[src/sv/mtvc_pkg.sv]
// Shared types, constants and helpers of the marker tracking velocity controller.
package mtvc_pkg;

	localparam logic [2:0] OP_POSE  = 3'd0;
	localparam logic [2:0] OP_CAM   = 3'd1;
	localparam logic [2:0] OP_TURN  = 3'd2;
	localparam logic [2:0] OP_SONAR = 3'd3;
	localparam logic [2:0] OP_AUTO  = 3'd4;
	localparam logic [2:0] OP_NOP   = 3'd7;

	localparam logic [1:0] TM_HOLD     = 2'd0;
	localparam logic [1:0] TM_SPIN     = 2'd1;
	localparam logic [1:0] TM_APPROACH = 2'd2;

	localparam logic [1:0] REG_KP   = 2'd0;
	localparam logic [1:0] REG_KD   = 2'd1;
	localparam logic [1:0] REG_KI   = 2'd2;
	localparam logic [1:0] REG_RATE = 2'd3;

	localparam int C_001     = 655;
	localparam int C_003     = 1966;
	localparam int C_006     = 3932;
	localparam int C_008     = 5243;
	localparam int C_010     = 6554;
	localparam int C_14      = 91750;
	localparam int SPIN_LO   = 89785;
	localparam int SPIN_HI   = 115999;
	localparam int SPIN_TURN = 13107;
	localparam int C_06      = 39322;
	localparam int C_08      = 52429;
	localparam int INT_LIM   = 1048576;

	typedef struct packed {
		logic [2:0]         op;
		logic signed [20:0] pos_x;
		logic signed [20:0] pos_y;
		logic signed [20:0] pos_z;
		logic signed [18:0] yaw_angle;
		logic signed [18:0] pitch_angle;
		logic [15:0]        sonar_mm;
		logic [1:0]         mode_value;
	} mtvc_item_t;

	function automatic logic signed [39:0] sat_f(input logic signed [39:0] v,
			input logic signed [39:0] lim);
		if (v > lim) return lim;
		if (v < -lim) return -lim;
		return v;
	endfunction

endpackage

[src/sv/mtvc_front.sv]
// Input side: decodes the request kind and queues words for the control sequencer.
module mtvc_front import mtvc_pkg::*; (
	input  logic         clk,
	input  logic         arst_n,
	input  logic         s_axis_tvalid,
	output logic         s_axis_tready,
	input  logic [119:0] s_axis_tdata,
	input  logic [2:0]   s_axis_tuser,
	output logic         q_valid,
	input  logic         q_ready,
	output mtvc_item_t   q_item
);

	mtvc_item_t mem_q [2];
	logic       wr_ptr_q, rd_ptr_q;
	logic [1:0] count_q;
	logic [2:0] op;
	logic       push, pop;

	always_comb begin
		case (s_axis_tuser)
			3'd0: op = OP_POSE;
			3'd1: op = OP_CAM;
			3'd2: op = OP_TURN;
			3'd3: op = OP_SONAR;
			3'd4: op = OP_AUTO;
			default: op = OP_NOP;
		endcase
	end

	assign s_axis_tready = (count_q != 2'd2);
	// unknown requests are taken and dropped here
	assign push = s_axis_tvalid && s_axis_tready && (op != OP_NOP);
	assign q_valid = (count_q != 2'd0);
	assign pop = q_valid && q_ready;
	assign q_item = mem_q[rd_ptr_q];

	always_ff @(posedge clk) begin
		if (push) begin
			mem_q[wr_ptr_q] <= '{op: op,
				pos_x: s_axis_tdata[20:0], pos_y: s_axis_tdata[41:21],
				pos_z: s_axis_tdata[62:42], yaw_angle: s_axis_tdata[81:63],
				pitch_angle: s_axis_tdata[100:82], sonar_mm: s_axis_tdata[116:101],
				mode_value: s_axis_tdata[118:117]};
		end
	end

	always_ff @(posedge clk or negedge arst_n) begin
		if (!arst_n) begin
			wr_ptr_q <= 1'b0;
			rd_ptr_q <= 1'b0;
			count_q  <= 2'd0;
		end else begin
			if (push) wr_ptr_q <= ~wr_ptr_q;
			if (pop) rd_ptr_q <= ~rd_ptr_q;
			count_q <= count_q + 2'(push) - 2'(pop);
		end
	end

	a_count_bound: assert property (@(posedge clk) disable iff (!arst_n)
		count_q != 2'd3) else $error("queue count out of range");

endmodule

[src/sv/mtvc_back.sv]
// Control sequencer: mode state, shared multiplier, integral divider and result register.
module mtvc_back import mtvc_pkg::*; (
	input  logic        clk,
	input  logic        arst_n,
	input  logic        q_valid,
	output logic        q_ready,
	input  mtvc_item_t  q_item,
	input  logic        cfg_valid,
	input  logic [1:0]  cfg_index,
	input  logic [17:0] cfg_data,
	output logic        m_axis_tvalid,
	input  logic        m_axis_tready,
	output logic [63:0] m_axis_tdata,
	output logic [0:0]  m_axis_tuser
);

	localparam logic [2:0] ST_IDLE = 3'd0;
	localparam logic [2:0] ST_MUL  = 3'd1;
	localparam logic [2:0] ST_WB   = 3'd2;
	localparam logic [2:0] ST_DIV  = 3'd3;
	localparam logic [2:0] ST_INT  = 3'd4;
	localparam logic [2:0] ST_FIN  = 3'd5;

	localparam logic [3:0] M_DX = 4'd0, M_DY = 4'd1, M_KPX = 4'd2, M_KDX = 4'd3;
	localparam logic [3:0] M_KPY = 4'd4, M_KDY = 4'd5, M_TURN = 4'd6, M_Z = 4'd7;
	localparam logic [3:0] M_UP = 4'd8, M_KI = 4'd9;

	logic signed [17:0] kp_q, kd_q, ki_q;
	logic [9:0]         rate_q;
	logic signed [20:0] prev_x_q, prev_y_q;
	logic signed [21:0] integral_q;
	logic signed [13:0] last_vf_q, last_vs_q;
	logic               cam_q, auto_q;
	logic [1:0]         turn_q;
	logic [15:0]        sonar_q, hold_alt_q;

	logic [2:0]         state_q;
	logic [3:0]         idx_q;
	mtvc_item_t         cur_q;
	logic               front_q, hold_q;
	logic signed [51:0] prod_q;
	logic signed [35:0] r_q [10];
	logic [11:0]        div_rem_q;
	logic [22:0]        div_dvd_q;
	logic               div_neg_q;
	logic [4:0]         div_cnt_q;

	logic               out_valid_q;
	logic signed [13:0] out_vf_q, out_vs_q;
	logic signed [11:0] out_vu_q;
	logic signed [18:0] out_tr_q;
	logic               out_upv_q, out_done_q;

	logic [10:0]        rate;
	logic signed [17:0] mul_a;
	logic signed [33:0] mul_b;
	logic signed [51:0] prod_w, rnd_w;
	logic signed [21:0] diff_x, diff_y;
	logic signed [16:0] diff_alt;
	logic               law_hold, law_spin, law_front;
	logic signed [22:0] num;
	logic [12:0]        div_tmp;
	logic [12:0]        dsor;
	logic               div_ge;
	logic signed [23:0] qstep;
	logic signed [24:0] int_sum;
	logic signed [39:0] vf_raw, vs_raw, vf_sat, vs_sat, vu_sat;
	logic signed [18:0] tr_val;
	logic               spin_in_win, fin_go;

	assign rate = (rate_q == 10'd0) ? 11'd1 : {1'b0, rate_q};
	assign diff_x = 22'(cur_q.pos_x) - 22'(prev_x_q);
	assign diff_y = 22'(cur_q.pos_y) - 22'(prev_y_q);
	assign diff_alt = $signed({1'b0, sonar_q}) - $signed({1'b0, hold_alt_q});

	assign law_hold  = cam_q && (turn_q == TM_HOLD);
	assign law_spin  = cam_q && (turn_q == TM_SPIN);
	assign law_front = !cam_q && (turn_q == TM_APPROACH);

	always_comb begin
		case (idx_q)
			M_DX:  begin mul_a = $signed({7'd0, rate}); mul_b = 34'(diff_x); end
			M_DY:  begin mul_a = $signed({7'd0, rate}); mul_b = 34'(diff_y); end
			M_KPX: begin mul_a = kp_q; mul_b = 34'(cur_q.pos_x); end
			M_KDX: begin mul_a = kd_q; mul_b = 34'(r_q[M_DX]); end
			M_KPY: begin mul_a = kp_q; mul_b = 34'(cur_q.pos_y); end
			M_KDY: begin mul_a = kd_q; mul_b = 34'(r_q[M_DY]); end
			M_TURN: begin
				mul_a = front_q ? 18'(-C_06) : 18'(-C_08);
				mul_b = front_q ? 34'(cur_q.pitch_angle) : 34'(cur_q.yaw_angle);
			end
			M_Z:   begin mul_a = 18'(C_010); mul_b = 34'(cur_q.pos_z); end
			M_UP:  begin mul_a = 18'(-C_001); mul_b = 34'(diff_alt); end
			M_KI:  begin mul_a = ki_q; mul_b = 34'(integral_q); end
			default: begin mul_a = '0; mul_b = '0; end
		endcase
	end

	assign prod_w = mul_a * mul_b;
	// round to nearest, ties up
	assign rnd_w = prod_q + 52'sd32768;

	assign num = $signed({cur_q.pos_x[20], cur_q.pos_x, 1'b0}) + $signed({12'd0, rate});
	assign dsor = {1'b0, rate, 1'b0};
	assign div_tmp = {div_rem_q, div_dvd_q[22]};
	assign div_ge = (div_tmp >= dsor);
	// floor division: round a negative quotient away from zero on a remainder
	assign qstep = div_neg_q ? -($signed({1'b0, div_dvd_q}) + 24'(div_rem_q != 12'd0))
	                         : $signed({1'b0, div_dvd_q});
	assign int_sum = 25'(integral_q) + 25'(qstep);

	assign spin_in_win = (cur_q.yaw_angle > SPIN_LO) && (cur_q.yaw_angle < SPIN_HI);

	always_comb begin
		vu_sat = '0;
		if (front_q) begin
			if (cur_q.pos_x > 0)
				vs_raw = 40'(r_q[M_KDX]) - 40'(r_q[M_KPX]) - 40'(C_001) + 40'(r_q[M_KI]);
			else if (cur_q.pos_x < 0)
				vs_raw = 40'(r_q[M_KDX]) - 40'(r_q[M_KPX]) - 40'(C_001);
			else
				vs_raw = '0;
			if (cur_q.pos_z < C_14) vf_raw = -40'(r_q[M_Z]);
			else if (cur_q.pos_z > C_14) vf_raw = 40'(r_q[M_Z]);
			else vf_raw = '0;
			tr_val = 19'(r_q[M_TURN]);
			vu_sat = sat_f(40'(r_q[M_UP]), 40'(C_003));
			vf_sat = sat_f(vf_raw, 40'(C_003));
			vs_sat = sat_f(vs_raw, 40'(C_008));
		end else begin
			if (cur_q.pos_y > 0)
				vf_raw = 40'(r_q[M_KDY]) - 40'(r_q[M_KPY]) - 40'(C_001);
			else if (cur_q.pos_y < 0)
				vf_raw = 40'(r_q[M_KDY]) - 40'(r_q[M_KPY]) + 40'(C_001);
			else
				vf_raw = hold_q ? '0 : 40'(last_vf_q);
			if (cur_q.pos_x > 0)
				vs_raw = 40'(r_q[M_KDX]) - 40'(r_q[M_KPX]) - 40'(C_001);
			else if (cur_q.pos_x < 0)
				vs_raw = 40'(r_q[M_KDX]) - 40'(r_q[M_KPX]) + 40'(C_001);
			else
				vs_raw = hold_q ? '0 : 40'(last_vs_q);
			if (hold_q) tr_val = 19'(r_q[M_TURN]);
			else if (cur_q.yaw_angle > SPIN_HI) tr_val = 19'(-SPIN_TURN);
			else if (cur_q.yaw_angle < SPIN_LO) tr_val = 19'(SPIN_TURN);
			else tr_val = '0;
			vf_sat = sat_f(vf_raw, 40'(C_006));
			vs_sat = sat_f(vs_raw, 40'(C_006));
		end
	end

	assign q_ready = (state_q == ST_IDLE);
	assign fin_go = (state_q == ST_FIN) && (!out_valid_q || m_axis_tready);

	always_ff @(posedge clk) begin
		if (q_valid && q_ready) cur_q <= q_item;
		if (state_q == ST_MUL) prod_q <= prod_w;
		if (state_q == ST_WB) begin
			if (idx_q == M_DX || idx_q == M_DY || idx_q == M_UP)
				r_q[idx_q] <= prod_q[35:0];
			else
				r_q[idx_q] <= rnd_w[51:16];
		end
		if (state_q == ST_WB && idx_q == M_UP) begin
			div_rem_q <= '0;
			div_dvd_q <= (num < 0) ? 23'(-num) : 23'(num);
			div_neg_q <= (num < 0);
		end else if (state_q == ST_DIV) begin
			div_rem_q <= div_ge ? 12'(div_tmp - dsor) : div_tmp[11:0];
			div_dvd_q <= {div_dvd_q[21:0], div_ge};
		end
		if (fin_go) begin
			out_vf_q   <= vf_sat[13:0];
			out_vs_q   <= vs_sat[13:0];
			out_vu_q   <= vu_sat[11:0];
			out_tr_q   <= tr_val;
			out_upv_q  <= front_q;
			out_done_q <= !front_q && !hold_q && spin_in_win;
		end
	end

	always_ff @(posedge clk or negedge arst_n) begin
		if (!arst_n) begin
			kp_q        <= 18'sd6554;
			kd_q        <= -18'sd1966;
			ki_q        <= 18'sd655;
			rate_q      <= 10'd100;
			prev_x_q    <= '0;
			prev_y_q    <= '0;
			integral_q  <= '0;
			last_vf_q   <= '0;
			last_vs_q   <= '0;
			cam_q       <= 1'b0;
			auto_q      <= 1'b0;
			turn_q      <= TM_HOLD;
			sonar_q     <= '0;
			hold_alt_q  <= '0;
			state_q     <= ST_IDLE;
			idx_q       <= M_DX;
			front_q     <= 1'b0;
			hold_q      <= 1'b0;
			div_cnt_q   <= '0;
			out_valid_q <= 1'b0;
		end else begin
			if (cfg_valid) begin
				case (cfg_index)
					REG_KP:   kp_q <= cfg_data;
					REG_KD:   kd_q <= cfg_data;
					REG_KI:   ki_q <= cfg_data;
					REG_RATE: rate_q <= cfg_data[9:0];
					default:  ;
				endcase
			end
			if (out_valid_q && m_axis_tready) out_valid_q <= 1'b0;
			case (state_q)
				ST_IDLE: begin
					if (q_valid) begin
						case (q_item.op)
							OP_CAM:   cam_q <= ~cam_q;
							OP_TURN:  turn_q <= q_item.mode_value;
							OP_SONAR: sonar_q <= q_item.sonar_mm;
							OP_AUTO:  auto_q <= (q_item.mode_value != 2'd0);
							OP_POSE: begin
								if (!auto_q && (law_hold || law_spin || law_front)) begin
									front_q <= law_front;
									hold_q  <= law_hold;
									idx_q   <= M_DX;
									state_q <= ST_MUL;
								end
							end
							default: ;
						endcase
					end
				end
				ST_MUL: state_q <= ST_WB;
				ST_WB: begin
					if (idx_q == M_UP) begin
						if (front_q) begin
							div_cnt_q <= '0;
							state_q   <= ST_DIV;
						end else begin
							state_q <= ST_FIN;
						end
					end else if (idx_q == M_KI) begin
						state_q <= ST_FIN;
					end else begin
						idx_q   <= idx_q + 4'd1;
						state_q <= ST_MUL;
					end
				end
				ST_DIV: begin
					div_cnt_q <= div_cnt_q + 5'd1;
					if (div_cnt_q == 5'd22) state_q <= ST_INT;
				end
				ST_INT: begin
					integral_q <= 22'(sat_f(40'(int_sum), 40'(INT_LIM)));
					idx_q      <= M_KI;
					state_q    <= ST_MUL;
				end
				ST_FIN: begin
					if (fin_go) begin
						out_valid_q <= 1'b1;
						prev_x_q    <= cur_q.pos_x;
						prev_y_q    <= cur_q.pos_y;
						last_vf_q   <= vf_sat[13:0];
						last_vs_q   <= vs_sat[13:0];
						if (hold_q) hold_alt_q <= sonar_q;
						if (!front_q && !hold_q && spin_in_win) turn_q <= TM_APPROACH;
						state_q <= ST_IDLE;
					end
				end
				default: state_q <= ST_IDLE;
			endcase
		end
	end

	assign m_axis_tvalid = out_valid_q;
	assign m_axis_tdata = {4'd0, out_done_q, out_tr_q, out_vu_q, out_vs_q, out_vf_q};
	assign m_axis_tuser = out_upv_q;

	a_int_bound: assert property (@(posedge clk) disable iff (!arst_n)
		(integral_q <= INT_LIM) && (integral_q >= -INT_LIM))
		else $error("integral outside its limit");
	a_done_not_front: assert property (@(posedge clk) disable iff (!arst_n)
		out_valid_q && out_done_q |-> !out_upv_q)
		else $error("spin done raised in approach");
	a_last_bound: assert property (@(posedge clk) disable iff (!arst_n)
		(last_vf_q <= C_008) && (last_vf_q >= -C_008))
		else $error("stored forward command out of range");
	a_fin_hold: assert property (@(posedge clk) disable iff (!arst_n)
		(state_q == ST_FIN) && out_valid_q && !m_axis_tready |=> (state_q == ST_FIN))
		else $error("result overwritten while stalled");

endmodule

[src/sv/marker_tracking_velocity_controller.sv]
// Top level of the marker tracking velocity controller.
// Input stream: s_axis words carry either a marker pose or an event (camera toggle,
// turn mode, sonar altitude, auto flag); tuser gives the request kind. Events update
// mode state and produce no output. A pose produces one velocity word on m_axis when
// a control law is active (manual mode and a matching camera/turn mode), else none.
// Gains and the sample rate are written through the cfg channel; the user must write
// them only while the block is idle, which the block itself does not enforce. In the
// sequencer an event is handled in the idle state. A pose in bottom hold or spin passes
// through the input queue, a dispatch step, nine products on one shared multiplier
// (each a multiply step and a write-back step) and a result step before its word shows.
// In front approach the 23-step integral divider, an integral update step and one more
// product are added. Items are processed one at a time; a 2-word queue at the input
// lets new words arrive while the sequencer works.
// Reset: gains return to their defaults, all tracking state clears, camera is front,
// turn mode is hold. If the receiver stalls, the result register holds its word, the
// sequencer waits at its final step, and the input queue fills and then deasserts tready.
module marker_tracking_velocity_controller import mtvc_pkg::*; (
	input  logic         clk,
	input  logic         arst_n,
	input  logic         s_axis_tvalid,
	output logic         s_axis_tready,
	// pos_x[20:0], pos_y[41:21], pos_z[62:42], yaw_angle[81:63], pitch_angle[100:82],
	// sonar_mm[116:101], mode_value[118:117]
	input  logic [119:0] s_axis_tdata,
	// req_type[2:0]
	input  logic [2:0]   s_axis_tuser,
	output logic         m_axis_tvalid,
	input  logic         m_axis_tready,
	// vel_fwd[13:0], vel_side[27:14], vel_up[39:28], turn_rate[58:40], spin_done[59]
	output logic [63:0]  m_axis_tdata,
	// vel_up_valid[0]
	output logic [0:0]   m_axis_tuser,
	input  logic         cfg_valid,
	output logic         cfg_ready,
	input  logic [1:0]   cfg_index,
	input  logic [17:0]  cfg_data
);

	logic       q_valid, q_ready;
	mtvc_item_t q_item;

	assign cfg_ready = 1'b1;

	mtvc_front u_front (
		.clk, .arst_n,
		.s_axis_tvalid, .s_axis_tready, .s_axis_tdata, .s_axis_tuser,
		.q_valid, .q_ready, .q_item
	);

	mtvc_back u_back (
		.clk, .arst_n,
		.q_valid, .q_ready, .q_item,
		.cfg_valid, .cfg_index, .cfg_data,
		.m_axis_tvalid, .m_axis_tready, .m_axis_tdata, .m_axis_tuser
	);

endmodule

[config.mk]
export PLATFORM = sky130hd
export DESIGN_NAME = marker_tracking_velocity_controller
export DESIGN_NICKNAME = d
export VERILOG_FILES = /design/src/sv/mtvc_pkg.sv /design/src/sv/mtvc_front.sv /design/src/sv/mtvc_back.sv /design/src/sv/marker_tracking_velocity_controller.sv
export SDC_FILE = /design/constraint.sdc
export NUM_CORES = 2
export LEC_CHECK = 0
export ABC_AREA = 0
export BUFFER_PORTS_ARGS = -buffer_cell sky130_fd_sc_hd__buf_2
export CORE_ASPECT_RATIO = 2
export CORE_MARGIN = 10
export CORE_UTILIZATION = 48
export CTS_CLUSTER_SIZE = 20
export DETAILED_ROUTE_END_ITERATION = 10
export HOLD_SLACK_MARGIN = 0.12
export PLACE_DENSITY = 0.73
export SLEW_MARGIN = 15
export SYNTH_ARGS = -nofsm -noshare
export SYNTH_HDL_FRONTEND = slang
export SYNTH_HIERARCHICAL = 1
export SYNTH_SLANG_ARGS = --single-unit
[constraint.sdc]
create_clock -name clk -period 14.9 [get_ports clk]
set_input_delay 2.98 -clock clk [delete_from_list [all_inputs] [get_ports clk]]
set_output_delay 2.98 -clock clk [all_outputs]
set_load 0.005 [all_outputs]
==> metrics.md <==
| Metric | Value |
|---|---|
| Hold_buf cts | 0 |
| Global placement routability congestion | slightly above 1 |
| Die Y | 604 um |
| PortBufs | between 200 and 250 |
| Footprint of the multi-input gates | 0.0467 sq mm |
| Startpoint types | register |
| Slew Viols, Final | 0 |
| WL per Instance | 27.5 um |
| Initial Util | between 40 and 50% |
| Rows | 214 |
| TNS Setup | 0 ps |
| Post-Syn Instances | 8088 |
| DRT Pass-1 Iters | 9 |
| Area delta synth->final | 9.21% |
| Slew headroom | between 10% and 20% |
| Core Region | between 0.15 and 0.2 sq mm |
| Via/cell ratio | 6.16 |
| Syn Area/Cell | roughly 10 sq um |
| Final period utilization | 83.6% |
| Initial antenna violation count | 39 |
| CTS tree | built |
| Post-synthesis cell type count | 125 |
| Final hold vios | 0 |
| RSZ-0062 raised after global routing | no |
| Final min period | 12450 ps |
| Post-cts sizing count | 0 |
| Most common cell after layout, fill and taps aside | inv_1 |
| Tightest Pin Transition | roughly 1300 ps |
| Clock tree sinks | around 1000 |
| Utilization after layout | a little over half |
| Crit Path Category | register to register |
| Max-cap viol count | 0 |
| H-tree levels | 3 |
| YS warnings | 6 |
| Most used DFF post-synth | edfxtp_1 |
| CP max stage cell | fa_1 |
| Post-synth EDFFs | 821 |
| # IOs | about 220 |
| Routed via count | 65400 |
| Worst-case clock buffer depth | 3 |
| Iter 0 DRT Violations | between 5000 and 6000 |
| Die Wd | ~310 um |
| All-Layer GR Usage | a little under a third |
| Filler instances | roughly 15000 |
| Post-DP HPWL | between 200000 and 250000 um |
| Post-Route WL | roughly 290000 um |
| Critical Path Fanout Max | 11 |
| # setup viols final | 0 |
| Tightest Hold Check Type | register to register |
| Grt ovf | 0 |
| CP Capture Type | register |
| Num CTS Buffers | 95 |
| Largest net degree at the start of global routing | 91 |
| Outcome | completed |
| Die area | between 0.15 and 0.2 sq mm |
| First-pass GRT wire length | about 430000 um |
| Clock transition at path regs | ~80 ps |
| Layout cells sized above 1 | about an eighth |
| Flops & latches, synth | between 1000 and 1500 |
| Root buf cell | clkbuf_16 |
| Crit path arrival time | ~13000 ps |
| Post-synthesis sequential area ratio | between 30% and 40% |
| Most frequent cells in the layout | inv_1 (1007), nand2_1 (830), edfxtp_1 (821) |
| Required @ worst endpoint | ~15000 ps |
| Clock skew | roughly 55 ps |
| Total Nets Final | 9344 |
| Final ANT Viol Nets | 0 |
| Post-CTS setup buffers | 0 |
| Vias in the first global route | ~68000 |
| Syn Std Cell Area | approximately 0.082 sq mm |
| Worst path max stage delay | just under 600 ps |
| DRC | 0 |
| Post-synth ARST share | around 20% |
| Reg area | about 0.030 sq mm |
| Clk_lat worst skew | between 700 and 800 ps |
| FMAX | ~80 MHz |
## cells in the mapped netlist (22+ instances only)
cell	n	area [sq um]
a211o_1	27	236
a211oi_1	61	458
a21boi_0	25	188
a21o_1	116	871
a21oi_1	366	1830
a221o_1	42	420
a221oi_1	52	455
a22oi_1	43	323
a31oi_1	69	432
and2_1	94	588
and3_1	69	432
and4_1	22	193
buf_2	27	135
clkbuf_1	274	1030
dfrtp_1	185	4630
dfstp_2	26	683
edfxtp_1	821	24700
fa_1	594	11900
ha_1	376	4700
inv_1	1009	3790
mux2_2	170	1910
mux2_4	71	1070
mux2i_1	68	681
nand2_1	832	3120
nand2b_1	59	369
nand3_1	176	881
nand4_1	84	526
nor2_1	558	2090
nor2b_1	51	319
nor3_1	137	686
nor4_1	79	494
o211ai_1	48	360
o21a_1	64	480
o21ai_0	343	1720
o21bai_1	41	308
o22ai_1	24	150
o31ai_1	49	368
or2_2	38	238
or3_1	60	375
or4_1	34	255
xnor2_1	245	2150
xor2_1	129	1130
## cell families after synthesis
group           Yosys count  share of synthesized area, %
flops                  1044                          36.9
xor+xnor                376                          4.05
fa+ha+maj               970                          20.3
other cells               2                       0.00918
compound gates         1625                          13.6
buf+inv                1351                          6.38
mux                     309                          4.48
simple gates           2411                          14.3
## registers in the layout, summed over array words and instances, names as in the netlist, 16 cells and up
register / count
u_back/cur_q: 101
u_back/div_dvd_q: 23
u_back/hold_alt_q: 16
u_back/integral_q: 22
u_back/kd_q: 18
u_back/ki_q: 18
u_back/kp_q: 18
u_back/out_tr_q: 19
u_back/prev_x_q: 21
u_back/prev_y_q: 21
u_back/prod_q: 52
u_back/r_q: 339
u_back/sonar_q: 16
u_front/mem_q: 244
## metrics by stage
stage                     instances  cell area, sq um  hold WS (ps)  setup WS [ps]
after floorplan                8091             81800           441           4540
after global placement        10400             85800           462           2690
after detailed placement      10400             85800           478           2740
after CTS                     10600             89200           492           2640
after global routing          10600             89300           510           1750
final                         10600             89300           501           2450
## critical path: cells and delay by family, from the launching register on
family	cells	cell delay (ps)
adder cells (fa/ha/maj)	9	3940
XOR/XNOR	2	280
flip-flops	1	370
AND/OR/NAND/NOR	6	1350
buffers and inverters	7	770
AO/OA/AOI/OAI	22	5410
## worst paths after layout
kind                                      startpoint  slack (ps)  depth (start not counted)                    to
worst max-delay path                u_back/cur_q[98]        2450                         46     u_back/prod_q[51]
worst min-delay path            u_back/last_vf_q[11]         500                          2  u_back/last_vf_q[11]
worst max register to register      u_back/cur_q[98]        2450                         46     u_back/prod_q[51]
worst min register to register  u_back/last_vf_q[11]         500                          2  u_back/last_vf_q[11]
max in group asynchronous                     arst_n       11010                          2        u_back/kp_q[5]
min in group asynchronous                     arst_n        2210                          1    u_front/count_q[1]
## area by class of cell
cell class,instances,share of cell area (%)
multi-input combinational,5696,52.3
sequential,1044,33.8
inverter,1011,4.26
tap,2268,3.18
clock buffer,106,2.77
timing repair buffer,378,2.63
clock inverter,73,0.950
antenna,28,0.0785
## layer usage
layer / track usage (%) / up-vias / share of wire, %
li1: - / 28600 / -
met1: 29.0 / 32000 / 31
met2: 54.4 / 3276 / 50
met3: 5.51 / 1406 / 6.9
met4: 29.1 / 12 / 12
met5: 0 / - / 0.027
Power is left out: the tool's default activity adds up to more than one toggle a clock period on the data nets, which glitch-free logic cannot reach.
